[config.mk]
export PLATFORM = sky130hd
export DESIGN_NAME = ddmr_row_gen
export DESIGN_NICKNAME = d
export VERILOG_FILES = /design/src/hw/rtl/ddmr_pkg.sv /design/src/hw/rtl/ddmr_row_gen.sv
export SDC_FILE = /design/constraint.sdc
export NUM_CORES = 1
export LEC_CHECK = 0
export ABC_AREA = 1
export ABC_CLOCK_PERIOD_IN_PS = 3700
export BUFFER_PORTS_ARGS = -buffer_cell sky130_fd_sc_hd__buf_4
export CORE_MARGIN = 2
export CORE_UTILIZATION = 45
export CTS_BUF_LIST = sky130_fd_sc_hd__clkbuf_16
export DETAILED_ROUTE_END_ITERATION = 16
export PLACE_DENSITY_LB_ADDON = 0.05
export SLEW_MARGIN = 20
export SYNTH_ARGS = -nofsm -noshare
export SYNTH_HDL_FRONTEND = slang
export SYNTH_SLANG_ARGS = --single-unit
[constraint.sdc]
create_clock -name clk -period 3.7 [get_ports clk]
set_input_delay 0.925 -clock clk [delete_from_list [all_inputs] [get_ports clk]]
set_output_delay 0.925 -clock clk [all_outputs]
set_load 0.005 [all_outputs]
[src/hw/rtl/ddmr_pkg.sv]
package ddmr_pkg;

	localparam int DIGITS_DEF = 8;
	localparam int VALUE_W    = 27;
	localparam int ROW_W      = 3;
	localparam int PIXEL_W    = 40;
	localparam int GLYPH_W    = 5;
	localparam int ROWS       = 5;
	localparam int DIGIT_W    = 4;
	localparam int BASE       = 10;

	// divide by ten: q = (v * RECIP10) >> RECIP_SHIFT, exact for v below 2^32
	localparam logic [31:0] RECIP10     = 32'hCCCC_CCCD;
	localparam int          RECIP_SHIFT = 35;
	localparam int          PROD_W      = VALUE_W + 32;

	localparam logic [ROW_W-1:0] LAST_ROW = ROW_W'(ROWS - 1);

	// 5x5 font, leftmost pixel in the high bit
	localparam logic [GLYPH_W-1:0] GLYPHS [ROWS][BASE] = '{
		'{5'h1F, 5'h01, 5'h1F, 5'h1F, 5'h11, 5'h1F, 5'h1F, 5'h1F, 5'h1F, 5'h1F},
		'{5'h11, 5'h01, 5'h01, 5'h01, 5'h11, 5'h10, 5'h10, 5'h11, 5'h11, 5'h11},
		'{5'h11, 5'h01, 5'h1F, 5'h1F, 5'h1F, 5'h1F, 5'h1F, 5'h01, 5'h1F, 5'h1F},
		'{5'h11, 5'h01, 5'h10, 5'h01, 5'h01, 5'h01, 5'h11, 5'h01, 5'h11, 5'h01},
		'{5'h1F, 5'h01, 5'h1F, 5'h1F, 5'h01, 5'h1F, 5'h1F, 5'h01, 5'h1F, 5'h1F}
	};

	function automatic logic [GLYPH_W-1:0] glyph(input logic [ROW_W-1:0] r,
	                                             input logic [DIGIT_W-1:0] d);
		logic [GLYPH_W-1:0] g;
		g = '0;
		if (int'(r) < ROWS && int'(d) < BASE) begin
			g = GLYPHS[int'(r)][int'(d)];
		end
		return g;
	endfunction

endpackage

[src/hw/rtl/ddmr_row_gen.sv]
module ddmr_row_gen #(
	parameter int DIGITS = ddmr_pkg::DIGITS_DEF
) (
	input  logic                                 clk,
	input  logic                                 arst_n,
	input  logic                                 valid_in,
	input  logic [DIGITS*ddmr_pkg::DIGIT_W-1:0]  digits_in,
	output logic                                 stall_out,
	output logic                                 out_valid,
	input  logic                                 out_stall,
	output logic [ddmr_pkg::ROW_W-1:0]           row,
	output logic [ddmr_pkg::PIXEL_W-1:0]         pixels,
	output logic                                 last
);

	logic [DIGITS*ddmr_pkg::DIGIT_W-1:0] digits_q;
	logic [DIGITS-1:0]                   shown_q;
	logic [DIGITS-1:0]                   shown_nx;
	logic [ddmr_pkg::ROW_W-1:0]          row_q;
	logic                                busy_q;
	logic                                out_valid_q;
	logic [ddmr_pkg::ROW_W-1:0]          row_s1;
	logic [ddmr_pkg::PIXEL_W-1:0]        pixels_s1;
	logic                                last_s1;
	logic [ddmr_pkg::PIXEL_W-1:0]        px;
	logic                                advance;
	logic                                final_row;
	logic                                take;
	logic                                seen;

	// leading zero blanking
	always_comb begin
		seen = 1'b0;
		for (int i = 0; i < DIGITS; i++) begin
			if (digits_in[i*ddmr_pkg::DIGIT_W +: ddmr_pkg::DIGIT_W] != '0) begin
				seen = 1'b1;
			end
			shown_nx[i] = seen;
		end
	end

	// one font row across all digits, most significant digit ends up highest
	always_comb begin
		px = '0;
		for (int i = 0; i < DIGITS; i++) begin
			px = {px[ddmr_pkg::PIXEL_W-ddmr_pkg::GLYPH_W-1:0],
			      shown_q[i] ? ddmr_pkg::glyph(row_q,
			          digits_q[i*ddmr_pkg::DIGIT_W +: ddmr_pkg::DIGIT_W])
			                 : ddmr_pkg::GLYPH_W'(0)};
		end
	end

	assign advance   = !out_valid_q || !out_stall;
	assign final_row = row_q == ddmr_pkg::LAST_ROW;
	assign stall_out = busy_q && !(advance && final_row);
	assign take      = valid_in && !stall_out;

	always_ff @(posedge clk or negedge arst_n) begin
		if (!arst_n) begin
			busy_q      <= 1'b0;
			row_q       <= '0;
			out_valid_q <= 1'b0;
		end else begin
			if (advance) begin
				out_valid_q <= busy_q;
			end
			if (take) begin
				busy_q <= 1'b1;
				row_q  <= '0;
			end else if (busy_q && advance) begin
				if (final_row) begin
					busy_q <= 1'b0;
				end
				row_q <= row_q + 1'b1;
			end
		end
	end

	always_ff @(posedge clk) begin
		if (take) begin
			digits_q <= digits_in;
			shown_q  <= shown_nx;
		end
		if (busy_q && advance) begin
			row_s1    <= row_q;
			pixels_s1 <= px;
			last_s1   <= final_row;
		end
	end

	assign out_valid = out_valid_q;
	assign row       = row_s1;
	assign pixels    = pixels_s1;
	assign last      = last_s1;

endmodule

Word-level counts from Yosys, hierarchy flattened:

Memory sizes are Yosys's and may differ from the RTL's.
Cells that the tools add are included.

* word-level logic and storage cells: 120
* memories: 1
* memory bits (read-only): 400
* input bits: 36
* output and inout bits: 46
* bits in registers: 89

* muxes and demuxes: 38
* add/subtract/negate cells: 1
* bitwise gates (word level): 9
* order comparisons: 18
* equal/unequal tests: 1
* reduce and logical (&&, ||, !) cells: 36

Memories
* (no name shown): words 8, bits a word 50, read ports 1, clocked after memory_dff 0, wr ports 0, line ddmr_pkg.sv:33 `g = GLYPHS[int'(r)][int'(d)];`

Operators by type and width (count)
* greater-or-equal comparator 32 x 5 -> 1 bit (second input constant): 8
* inverter 4 -> 32 bit: 8
* binary-select mux 5 bit (select 4 bit): 8
* 2-to-1 mux 50 bit: 2
* 2-to-1 mux 5 bit: 16
* greater-or-equal comparator 32 x 4 -> 1 bit (second input constant): 1
* < comparator 4 bit (second input constant): 8
* inverter 3 -> 32 bit: 1
* nonzero test 4 bit: 8
* AND reduction 2 bit: 9
* logical AND 1 bit: 12
* 2-to-1 mux 1 bit: 10
* 2-to-1 mux 3 bit: 2
* logical NOT 1 bit: 4
* nonzero test 2 bit: 2
* adder 3 x 1 -> 3 bit (second input constant): 1
* == test 3 bit (second input constant): 1
* < comparator 3 bit (second input constant): 1
* logical OR 1 bit: 1

Longest topological paths before layout:

Gate-level depths: netlist (run 1).

* depth in word-level cells: 9
* mapped depth: 10
* depth with buffers taken out: 10

Worst setup path after synthesis (run 1):

No wires, ideal clock.

* path kind: input -> register
* start point: in out_stall
* end point: reg digits_q[0] in the netlist's numbering, enable pin
* arrival: 2.042 ns
* path slack: 1.264 ns
* required time: 3.305 ns
* buffers on the path: 0
* library setup time: 0.395 ns
* cell stages on the path: 5
* cell sequence: nand2_1 -> a21oi_1 -> inv_1 -> nand2_1 -> inv_1

* cells in the longest elaborated chain, start to end: 7

RTL lines
* from (decl): line ddmr_row_gen.sv:10 `input logic out_stall,`
* logical NOT 1 bit: line ddmr_row_gen.sv:53 `assign advance = !out_valid_q || !out_stall;`
* logical OR 1 bit: line ddmr_row_gen.sv:53
* logical AND 1 bit: line ddmr_row_gen.sv:55 `assign stall_out = busy_q && !(advance && final_row);`
* logical NOT 1 bit: line ddmr_row_gen.sv:55
* logical AND 1 bit: line ddmr_row_gen.sv:55
* named net stall_out: line ddmr_row_gen.sv:8 `output logic stall_out,`
* logical NOT 1 bit: line ddmr_row_gen.sv:56 `assign take = valid_in && !stall_out;`
* logical AND 1 bit: line ddmr_row_gen.sv:56
* named net take: line ddmr_row_gen.sv:28 `logic take;`
* to (signal assigned): line ddmr_row_gen.sv:81 `digits_q <= digits_in;`
* to (decl): line ddmr_row_gen.sv:16 `logic [DIGITS*ddmr_pkg::DIGIT_W-1:0] digits_q;`

The timed path passes the listed nets, and every way through them passes these cells.
A chain may end at the register's enable or synchronous reset.

Worst setup path after layout (run 1):

* start point: reg row_q[0] in the netlist's numbering
* end point: out stall_out

* cells in the longest elaborated chain, start to end: 4

RTL lines
* from (decl): line ddmr_row_gen.sv:19 `logic [ddmr_pkg::ROW_W-1:0] row_q;`
* from (signal assigned): line ddmr_row_gen.sv:74 `row_q <= row_q + 1'b1;`
* == test 3 bit: line ddmr_row_gen.sv:54 `assign final_row = row_q == ddmr_pkg::LAST_ROW;`
* named net final_row: line ddmr_row_gen.sv:27 `logic final_row;`
* logical AND 1 bit: line ddmr_row_gen.sv:55
* logical NOT 1 bit: line ddmr_row_gen.sv:55
* logical AND 1 bit: line ddmr_row_gen.sv:55
* to (decl): line ddmr_row_gen.sv:8

The timed path passes the listed nets, and every way through them passes these cells.

==> results of run 1 <==
## per-layer routing
layer,track usage [%],wire (um),vias up
li1,-,-,1764
met2,32.2,4580,156
met4,8.22,179,0
met5,0,0,-
met1,26.8,4090,1601
met3,3.94,669,15
## where the power goes
group	leakage, uW	switching (uW)	internal [uW]
sequential	0.000698	154	1120
combinational	0.00143	685	397
clock	0.000139	321	514
total	0.00226	1160	2040
## path summary, 6_finish.rpt
check                         start      endpoint  slack (ns)  depth (start not counted)
min in group clk             busy_q     out_valid        0.50                          2
min reg2reg                  busy_q     out_valid        0.50                          2
max                        row_q[0]     stall_out        1.12                          6
min                          arst_n        busy_q        0.38                          1
max in group asynchronous    arst_n      row_q[0]        3.21                          1
max reg2reg                row_q[2]  digits_q[16]        1.56                          7
## cell usage after synthesis
library cell	instances
a21oi_1	34
nand4_1	3
nand2_1	149
nor2_1	36
and2_1	1
nor3_1	8
buf_4	17
nor4_1	2
inv_2	1
nand2_4	1
dfrtp_1	5
nand2_2	3
edfxtp_1	68
ha_1	5
o21ai_0	19
buf_6	1
o21ai_1	1
buf_2	3
nor2_2	1
o31ai_1	6
clkinv_1	3
inv_1	63
or2_2	1
nand3_1	61
## critical path, stage by stage, from the launching register on
cell and delay, ns:
dfrtp_1 0.49, inv_1 0.14, ha_1 0.25, nand2_1 0.06, inv_1 0.07, a21oi_1 0.17
buf_4 0.14
## cell type report
type                       count  area (sq um)  area share [%]
multi-input combinational    331          1500            30.2
clock inverter                 6          60.1            1.21
inverter                      67           251            5.06
timing repair buffer          84           631            12.7
tap                          108           135            2.72
clock buffer                   9           225            4.53
sequential                    73          2170            43.6
## state kept, by name, summed over array words and instances (netlist names)
name / cells
row_q: 3
digits_q: 32
row: 3
shown_q: 8
out_valid: 1
pixels: 24
busy_q: 1
last: 1
## metrics by stage
stage	total power (uW)	cell area, sq um	util [%]
2_1_floorplan	1950	4070	-
3_3_place_gp	2360	4680	53.4
3_5_place_dp	2370	4680	53.4
4_1_cts	3210	4970	56.7
5_1_grt	3410	4970	56.7
6_report	3190	4970	56.7
## logic make-up after synthesis
logic type               Yosys count  synth area share, %
flip-flops                        73                 53.2
AO/OA/AOI/OAI                     60                 7.75
buffers and inverters             88                 9.96
AND/OR/NAND/NOR                  266                 27.5
adder cells (fa/ha/maj)            5                 1.54
==> flow_summary.json, run 1 <==
{
  "report.final.setup_viol": 0,
  "worstSetupEndpointType": "output pin",
  "worst_slack_ns": 1.12,
  "yosys_register_bits": 73,
  "number_of_antenna_violations_at_the_first_check_in_global_routing": 0,
  "post_synth_inst_count": 492,
  "post-synth-top-area-fraction_pct": 50.2,
  "worst_setup_hold_path_clk_slew_ns": 0.05,
  "die-height_um": 99.1,
  "num-fill-cells": 817,
  "total_number_of_clock_tree_sinks": 73,
  "floorplan.rows": 34,
  "tritoncts_clock_tree": "done",
  "synth_warnings": 0,
  "num_vias": 3536,
  "final_std_cells_w_o_fill": 678,
  "vias_per_cell": 5.22,
  "cts.path.max_buffers": 2,
  "synth_nets": 533,
  "most-common-layout-cells": "149 x nand2_1, 84 x buf_4, 68 x edfxtp_1, 63 x inv_1, 61 x nand3_1",
  "synth_seq_area_share_pct": 53.2,
  "outcome": "complete, no violations",
  "critical_path_required_ns": 2.77,
  "drive_above_1_share_pct": 18.4,
  "worst_skew_pair.late_latency_ns": 0.34,
  "grt_overflow_total": 0,
  "timing_worst_slew_pin_value_ns": 1.01,
  "post-synth-top-area-cell": "edfxtp_1",
  "clock_root_buffer": "clkbuf_16",
  "routed_wl_mm": 9.51,
  "antennaDiodeCount": 0,
  "area.growth.synth_to_final_pct": 22.0,
  "floorplan.die_area_sq_um": 9820,
  "mappedNetlistArea_sq_um": 4070,
  "grt_usage_pct": 20.0,
  "iteration_0_drc_count_of_the_detailed_router": 201,
  "grt_pass1_wl_mm": 15.3,
  "power_density_nw_per_um2": 643,
  "gp_congestion": 0.958,
  "post_synth_main_area_contributors": "edfxtp_1 50%, nand2_1 14%, nand3_1 7.5%, inv_1 5.8%, a21oi_1 4.2%",
  "worst-path-max-fanout": 7,
  "critPathKind": "reg2out",
  "cp-start-kind": "flip-flop",
  "dieWidth_um": 99.1,
  "arrival_ns": 1.65,
  "final-max-slew-violation-count": 0,
  "first_pass_iters": 5,
  "first_global_vias": 3226,
  "cts_setup_buffers": 0,
  "setup-tns-final_ns": 0,
  "finish.net_count": 607,
  "vdd_ir_drop_max_mv": 0.261,
  "worst_hold_path_type": "in2async",
  "floorplan.io_pins": 82,
  "min_period_over_period_pct": 69.7,
  "place.detailed.hpwl_mm": 6.37,
  "timing.final.hold_violations": 0,
  "timing.slew.headroom_pct": 32.2,
  "floorplan.initialDensity_pct": 46.4,
  "drtAntennaViolNets": 0,
  "buffer_ports.inserted": 81,
  "post_cts_resize_count": 0,
  "min_period_ns": 2.58,
  "cts_hold_repair.buffers": 0,
  "p_leak_uw": 0.00226,
  "clock.fmax_mhz": 388,
  "rsz_0062_raised_after_global_routing": "false",
  "hold_ws_ns": 0.381,
  "grt_start_max_net_pins": 41,
  "design.core.area_sq_um": 8760,
  "commonest_non_fill_non_tap_cell_in_the_layout": "nand2_1",
  "route.detailed.drc": 0,
  "cts_max_level": 3,
  "synth.distinct_cells": 24,
  "preCtsSetupSlack_ns": 1.37,
  "numCtsBuffers": 9,
  "numPlacedInstances": 663,
  "synth.avg_cell_area_sq_um": 8.27,
  "max_cap_violations": 0,
  "skew_ns": 0.00664,
  "wl_per_cell_um": 14.0
}
No activity file was read; power rests on OpenSTA's default activity.
==> run 2: changes to the inputs <==
--- a/config.mk
+++ b/config.mk
@@ -6,7 +6,7 @@
 export NUM_CORES = 1
 export LEC_CHECK = 0
 export ABC_AREA = 1
-export ABC_CLOCK_PERIOD_IN_PS = 3700
+export ABC_CLOCK_PERIOD_IN_PS = 2350
 export BUFFER_PORTS_ARGS = -buffer_cell sky130_fd_sc_hd__buf_4
 export CORE_MARGIN = 2
 export CORE_UTILIZATION = 45
==> constraint.sdc (replaced) <==
create_clock -name clk -period 2.35 [get_ports clk]
set_input_delay 0.5875 -clock clk [delete_from_list [all_inputs] [get_ports clk]]
set_output_delay 0.5875 -clock clk [all_outputs]
set_load 0.005 [all_outputs]
==> run 2 against run 1 <==
Sequential cell count unchanged. Utilization up 1.2 points. Via count down 0.14%. Non-clock buffer count up 8. Die area unchanged. Cell area up 2.2%. Sequential power up 55%. Count of clock-buffer cells in the layout unchanged. Sequential share of layout area down 0.91 points. Wire length up 0.90%. Global-route usage about the same.
==> flow_summary.json, run 2 (synthesized netlist as in run 1, its figures left out) <==
{
  "worst-path-max-fanout": 6,
  "first_pass_iters": 5,
  "report.final.setup_viol": 0,
  "netSwitchingFraction_pct": 35.4,
  "worst_hold_path_type": "in2async",
  "power.clock.fraction_pct": 28.0,
  "cp-start-kind": "flip-flop",
  "grt_pass1_wl_mm": 15.6,
  "iteration_0_drc_count_of_the_detailed_router": 183,
  "grt_usage_pct": 20.0,
  "worstSetupEndpointType": "output pin",
  "internal-power_uw": 3380,
  "floorplan.rows": 34,
  "finish.net_count": 615,
  "grt_overflow_total": 0,
  "pwr-share-seq_pct": 38.0,
  "worst_setup_hold_path_clk_slew_ns": 0.06,
  "floorplan.io_pins": 82,
  "skew_ns": 0.00436,
  "routed_wl_mm": 9.60,
  "floorplan.initialDensity_pct": 46.4,
  "timing.final.hold_violations": 0,
  "gp_congestion": 0.892,
  "min_period_ns": 2.15,
  "total_number_of_clock_tree_sinks": 73,
  "numPlacedInstances": 671,
  "cts.path.max_buffers": 2,
  "power_density_nw_per_um2": 1030,
  "post_cts_resize_count": 0,
  "power_dissipated_by_switching_net_loads_uw": 1860,
  "dieWidth_um": 99.1,
  "regMostFlops": "digits_q",
  "min_period_over_period_pct": 91.3,
  "drtAntennaViolNets": 0,
  "num_vias": 3531,
  "total_power_uw": 5240,
  "largest_reg_flops": 32,
  "max_cap_violations": 0,
  "die-height_um": 99.1,
  "buffer_ports.inserted": 81,
  "commonest_non_fill_non_tap_cell_in_the_layout": "nand2_1",
  "first_global_vias": 3250,
  "grt_start_max_net_pins": 26,
  "antennaDiodeCount": 0,
  "setup-tns-final_ns": 0,
  "design.core.area_sq_um": 8760,
  "tritoncts_clock_tree": "done",
  "route.detailed.drc": 0,
  "critPathKind": "reg2out",
  "vias_per_cell": 5.14,
  "numCtsBuffers": 9,
  "number_of_antenna_violations_at_the_first_check_in_global_routing": 0,
  "clock.fmax_mhz": 466,
  "outcome": "complete, no violations",
  "floorplan.die_area_sq_um": 9820,
  "cts_setup_buffers": 0,
  "final-max-slew-violation-count": 0,
  "p_comb_share_pct": 34.0,
  "most-common-layout-cells": "149 x nand2_1, 91 x buf_4, 68 x edfxtp_1, 63 x inv_1, 61 x nand3_1",
  "worst_skew_pair.late_latency_ns": 0.33,
  "cts_max_level": 3,
  "timing_worst_slew_pin_value_ns": 0.517,
  "cts_hold_repair.buffers": 0,
  "arrival_ns": 1.56,
  "drive_above_1_share_pct": 20.0,
  "area.growth.synth_to_final_pct": 24.7,
  "p_leak_uw": 0.00232,
  "place.detailed.hpwl_mm": 6.81,
  "rsz_0062_raised_after_global_routing": "false",
  "vdd_ir_drop_max_mv": 0.467,
  "clock_root_buffer": "clkbuf_16",
  "critical_path_required_ns": 1.76,
  "final_std_cells_w_o_fill": 687,
  "wl_per_cell_um": 14.0,
  "timing.slew.headroom_pct": 65.2
}
## run 2: through the flow
step / worst slack (ns) / utilization, % / instance area [sq um] / hold slack [ns]
6_report: 0.204 / 57.9 / 5080 / 0.0491
5_1_grt: 0.0671 / 57.9 / 5080 / 0.0439
4_1_cts: 0.113 / 57.9 / 5070 / 0.0460
3_5_place_dp: 0.349 / 54.3 / 4750 / 0.393
3_3_place_gp: 0.349 / 54.3 / 4750 / 0.393
2_1_floorplan: 0.0685 / - / 4070 / 0.292
## run 2: final timing paths
path	slack, ns	from	to	depth (start not counted)
worst max register to register	0.41	row_q[1]	digits_q[16]	9
worst min-delay path	0.05	arst_n	out_valid	1
worst max-delay path	0.20	row_q[1]	stall_out	6
worst min register to register	0.50	busy_q	out_valid	2
max in group asynchronous	2.18	arst_n	row_q[0]	1
min in group clk	0.44	digits_in[18]	digits_q[18]	1
## run 2: cell type report
type / count / area [sq um]
timing repair buffer: 92 / 703
sequential: 73 / 2170
clock buffer: 9 / 225
tap: 108 / 135
fill: 816 / 3690
multi-input combinational: 331 / 1500
clock inverter: 7 / 95.1
inverter: 67 / 251
## run 2: power groups by stage
stage                     clock (uW)  combinational [uW]  sequential (uW)
after floorplan                    0                1100             1970
after global placement             0                1760             2010
after detailed placement           0                1770             2020
after CTS                       1490                1780             1990
after global routing            1550                1990             2030
final                           1470                1780             1990
## run 2: layer usage
layer  GRT usage [%]  vias up  share of wire (%)
met5               0        -                  0
met4            4.53        0               0.77
met3            4.01        6                6.1
met2            33.4      125                 48
met1            27.2     1623                 45
li1                -     1777                  -
## run 2: critical path, stage by stage (launching register included)
cell     delay [ns]
dfrtp_1        0.44
inv_1          0.12
ha_1           0.23
nand2_1        0.07
inv_1          0.06
a21oi_1        0.17
buf_4          0.14
==> run 3: changes to the inputs <==
--- a/config.mk
+++ b/config.mk
@@ -6,7 +6,7 @@
 export NUM_CORES = 1
 export LEC_CHECK = 0
 export ABC_AREA = 1
-export ABC_CLOCK_PERIOD_IN_PS = 2350
+export ABC_CLOCK_PERIOD_IN_PS = 2550
 export BUFFER_PORTS_ARGS = -buffer_cell sky130_fd_sc_hd__buf_4
 export CORE_MARGIN = 2
 export CORE_UTILIZATION = 45
==> constraint.sdc (replaced) <==
create_clock -name clk -period 2.55 [get_ports clk]
set_input_delay 0.6375 -clock clk [delete_from_list [all_inputs] [get_ports clk]]
set_output_delay 0.6375 -clock clk [all_outputs]
set_load 0.005 [all_outputs]
==> run 3 against run 2 <==
Utilization fell by 0.21 points. Highest routed layer unchanged. Non-clock buffer count fell by 4. Total power fell by 7.7%. Count of clock-buffer cells in the layout did not move. Register-to-register slack improved by 0.13 ns. Wire length rose by 0.52%. Clock power fell by 9%. Sequential power fell by 8%. Combinational power fell by 7%. Hold slack improved by 0.052 ns. Die area did not move.
==> flow_summary.json, run 3 (synthesized netlist as in run 1, its figures left out) <==
{
  "num-fill-cells": 824,
  "reg2reg_to": "pixels[13]",
  "wl_per_cell_um": 14.1,
  "cts_hold_repair.buffers": 0,
  "antennaDiodeCount": 0,
  "first_global_vias": 3281,
  "timing_worst_slew_pin_value_ns": 0.513,
  "cts_max_level": 3,
  "worst_hold_path_type": "in2async",
  "worst_setup_hold_path_clk_slew_ns": 0.06,
  "most-common-layout-cells": "149 x nand2_1, 86 x buf_4, 68 x edfxtp_1, 64 x inv_1, 61 x nand3_1",
  "tritoncts_clock_tree": "done",
  "dpl_cell_area_sq_um": 4740,
  "cp-start-kind": "flip-flop",
  "final-max-slew-violation-count": 0,
  "drive_above_1_share_pct": 19.1,
  "grt_overflow_total": 0,
  "ff2ff_path_depth": 8,
  "setup-tns-final_ns": 0,
  "commonest_non_fill_non_tap_cell_in_the_layout": "nand2_1",
  "number_of_antenna_violations_at_the_first_check_in_global_routing": 0,
  "numCtsBuffers": 9,
  "iteration_0_drc_count_of_the_detailed_router": 166,
  "grt_pass1_wl_mm": 15.8,
  "worst_slack_ns": 0.232,
  "num_vias": 3571,
  "design.core.area_sq_um": 8760,
  "timing.slew.headroom_pct": 65.8,
  "vias_per_cell": 5.23,
  "gp_congestion": 0.928,
  "cts.path.max_buffers": 2,
  "place.detailed.hpwl_mm": 6.71,
  "route.detailed.drc": 0,
  "floorplan.rows": 34,
  "report.final.setup_viol": 0,
  "routed_wl_mm": 9.65,
  "floorplan.die_area_sq_um": 9820,
  "power_density_nw_per_um2": 957,
  "area.growth.synth_to_final_pct": 24.3,
  "post_layout_instance_area_sq_um": 5060,
  "preCtsSetupSlack_ns": 0.587,
  "critPathKind": "reg2out",
  "total_number_of_clock_tree_sinks": 73,
  "grt_start_max_net_pins": 41,
  "floorplan.io_pins": 82,
  "clock.fmax_mhz": 431,
  "r2r_start": "row_q[0]",
  "floorplan.initialDensity_pct": 46.4,
  "first_pass_iters": 5,
  "min_period_ns": 2.32,
  "rsz_0062_raised_after_global_routing": "false",
  "grt_usage_pct": 20.5,
  "min_period_over_period_pct": 90.9,
  "max_cap_violations": 0,
  "skew_ns": 0.00315,
  "finish.net_count": 611,
  "regToRegSetupSlack_ns": 0.54,
  "dieWidth_um": 99.1,
  "largest_reg_flops": 32,
  "critical_path_required_ns": 1.91,
  "cts_setup_buffers": 0,
  "p_leak_uw": 0.00230,
  "buffer_ports.inserted": 81,
  "arrival_ns": 1.68,
  "die-height_um": 99.1,
  "drtAntennaViolNets": 0,
  "clock_root_buffer": "clkbuf_16",
  "worstSetupEndpointType": "output pin",
  "outcome": "complete, no violations",
  "regMostFlops": "digits_q",
  "worstSetupStartpoint": "row_q[0]",
  "post_cts_resize_count": 0,
  "worst_skew_pair.late_latency_ns": 0.32,
  "worst-path-max-fanout": 7,
  "vdd_ir_drop_max_mv": 0.464,
  "timing.final.hold_violations": 0,
  "postLayoutCoreUtil_pct": 57.7
}
[run 3: cell types whose count changed in the layout (fill, tap and decap cells not counted), moves of 2 or more]
cell	change
buf_4	-5
clkinv_2	-2
clkinv_4	-2
clkinvlp_4	+2
[run 3: worst max path at each step]
stage | slack, ns | depth (start not counted) | end
floorplan | 0.27 | 8 | digits_q[0]
global placement | 0.61 | 6 | stall_out
detailed placement | 0.59 | 10 | pixels[13]
CTS | 0.22 | 6 | stall_out
global route | 0.1 | 6 | stall_out
finish | 0.23 | 6 | stall_out
[run 3: cell type report]
type	instances	area (sq um)	area share [%]
Clock buffer	9	225	4.45
Tap cell	108	135	2.67
Multi-Input combinational cell	331	1500	29.6
Timing Repair Buffer	88	686	13.6
Inverter	67	251	4.97
Sequential cell	73	2170	42.9
Clock inverter	7	95.1	1.88
[run 3: power by group]
part | internal, uW | leakage, uW | switching, uW | total [uW]
registers | 1630 | 0.000698 | 212 | 1840
clock network | 856 | 0.000149 | 489 | 1340
logic | 628 | 0.00145 | 1020 | 1650
[run 3: worst max-delay path, cell delays in order (launching register included)]
cell and delay, ns:
dfrtp_1 0.51, inv_1 0.15, ha_1 0.27, nand2_1 0.08
inv_1 0.06, a21oi_1 0.16, buf_4 0.14
[run 3: routing by layer]
layer	track usage, %	part of all wire, %
met1	27.1	43
met2	33.7	48
met3	3.16	6.4
met4	8.85	2.0
met5	0	0
[run 3: stage by stage]
stage	cells	power, uW	hold WS [ns]
2_1_floorplan	492	2830	0.342
3_3_place_gp	667	3490	0.440
3_5_place_dp	667	3520	0.441
4_1_cts	683	4870	0.0944
5_1_grt	683	5160	0.0894
6_report	683	4840	0.101
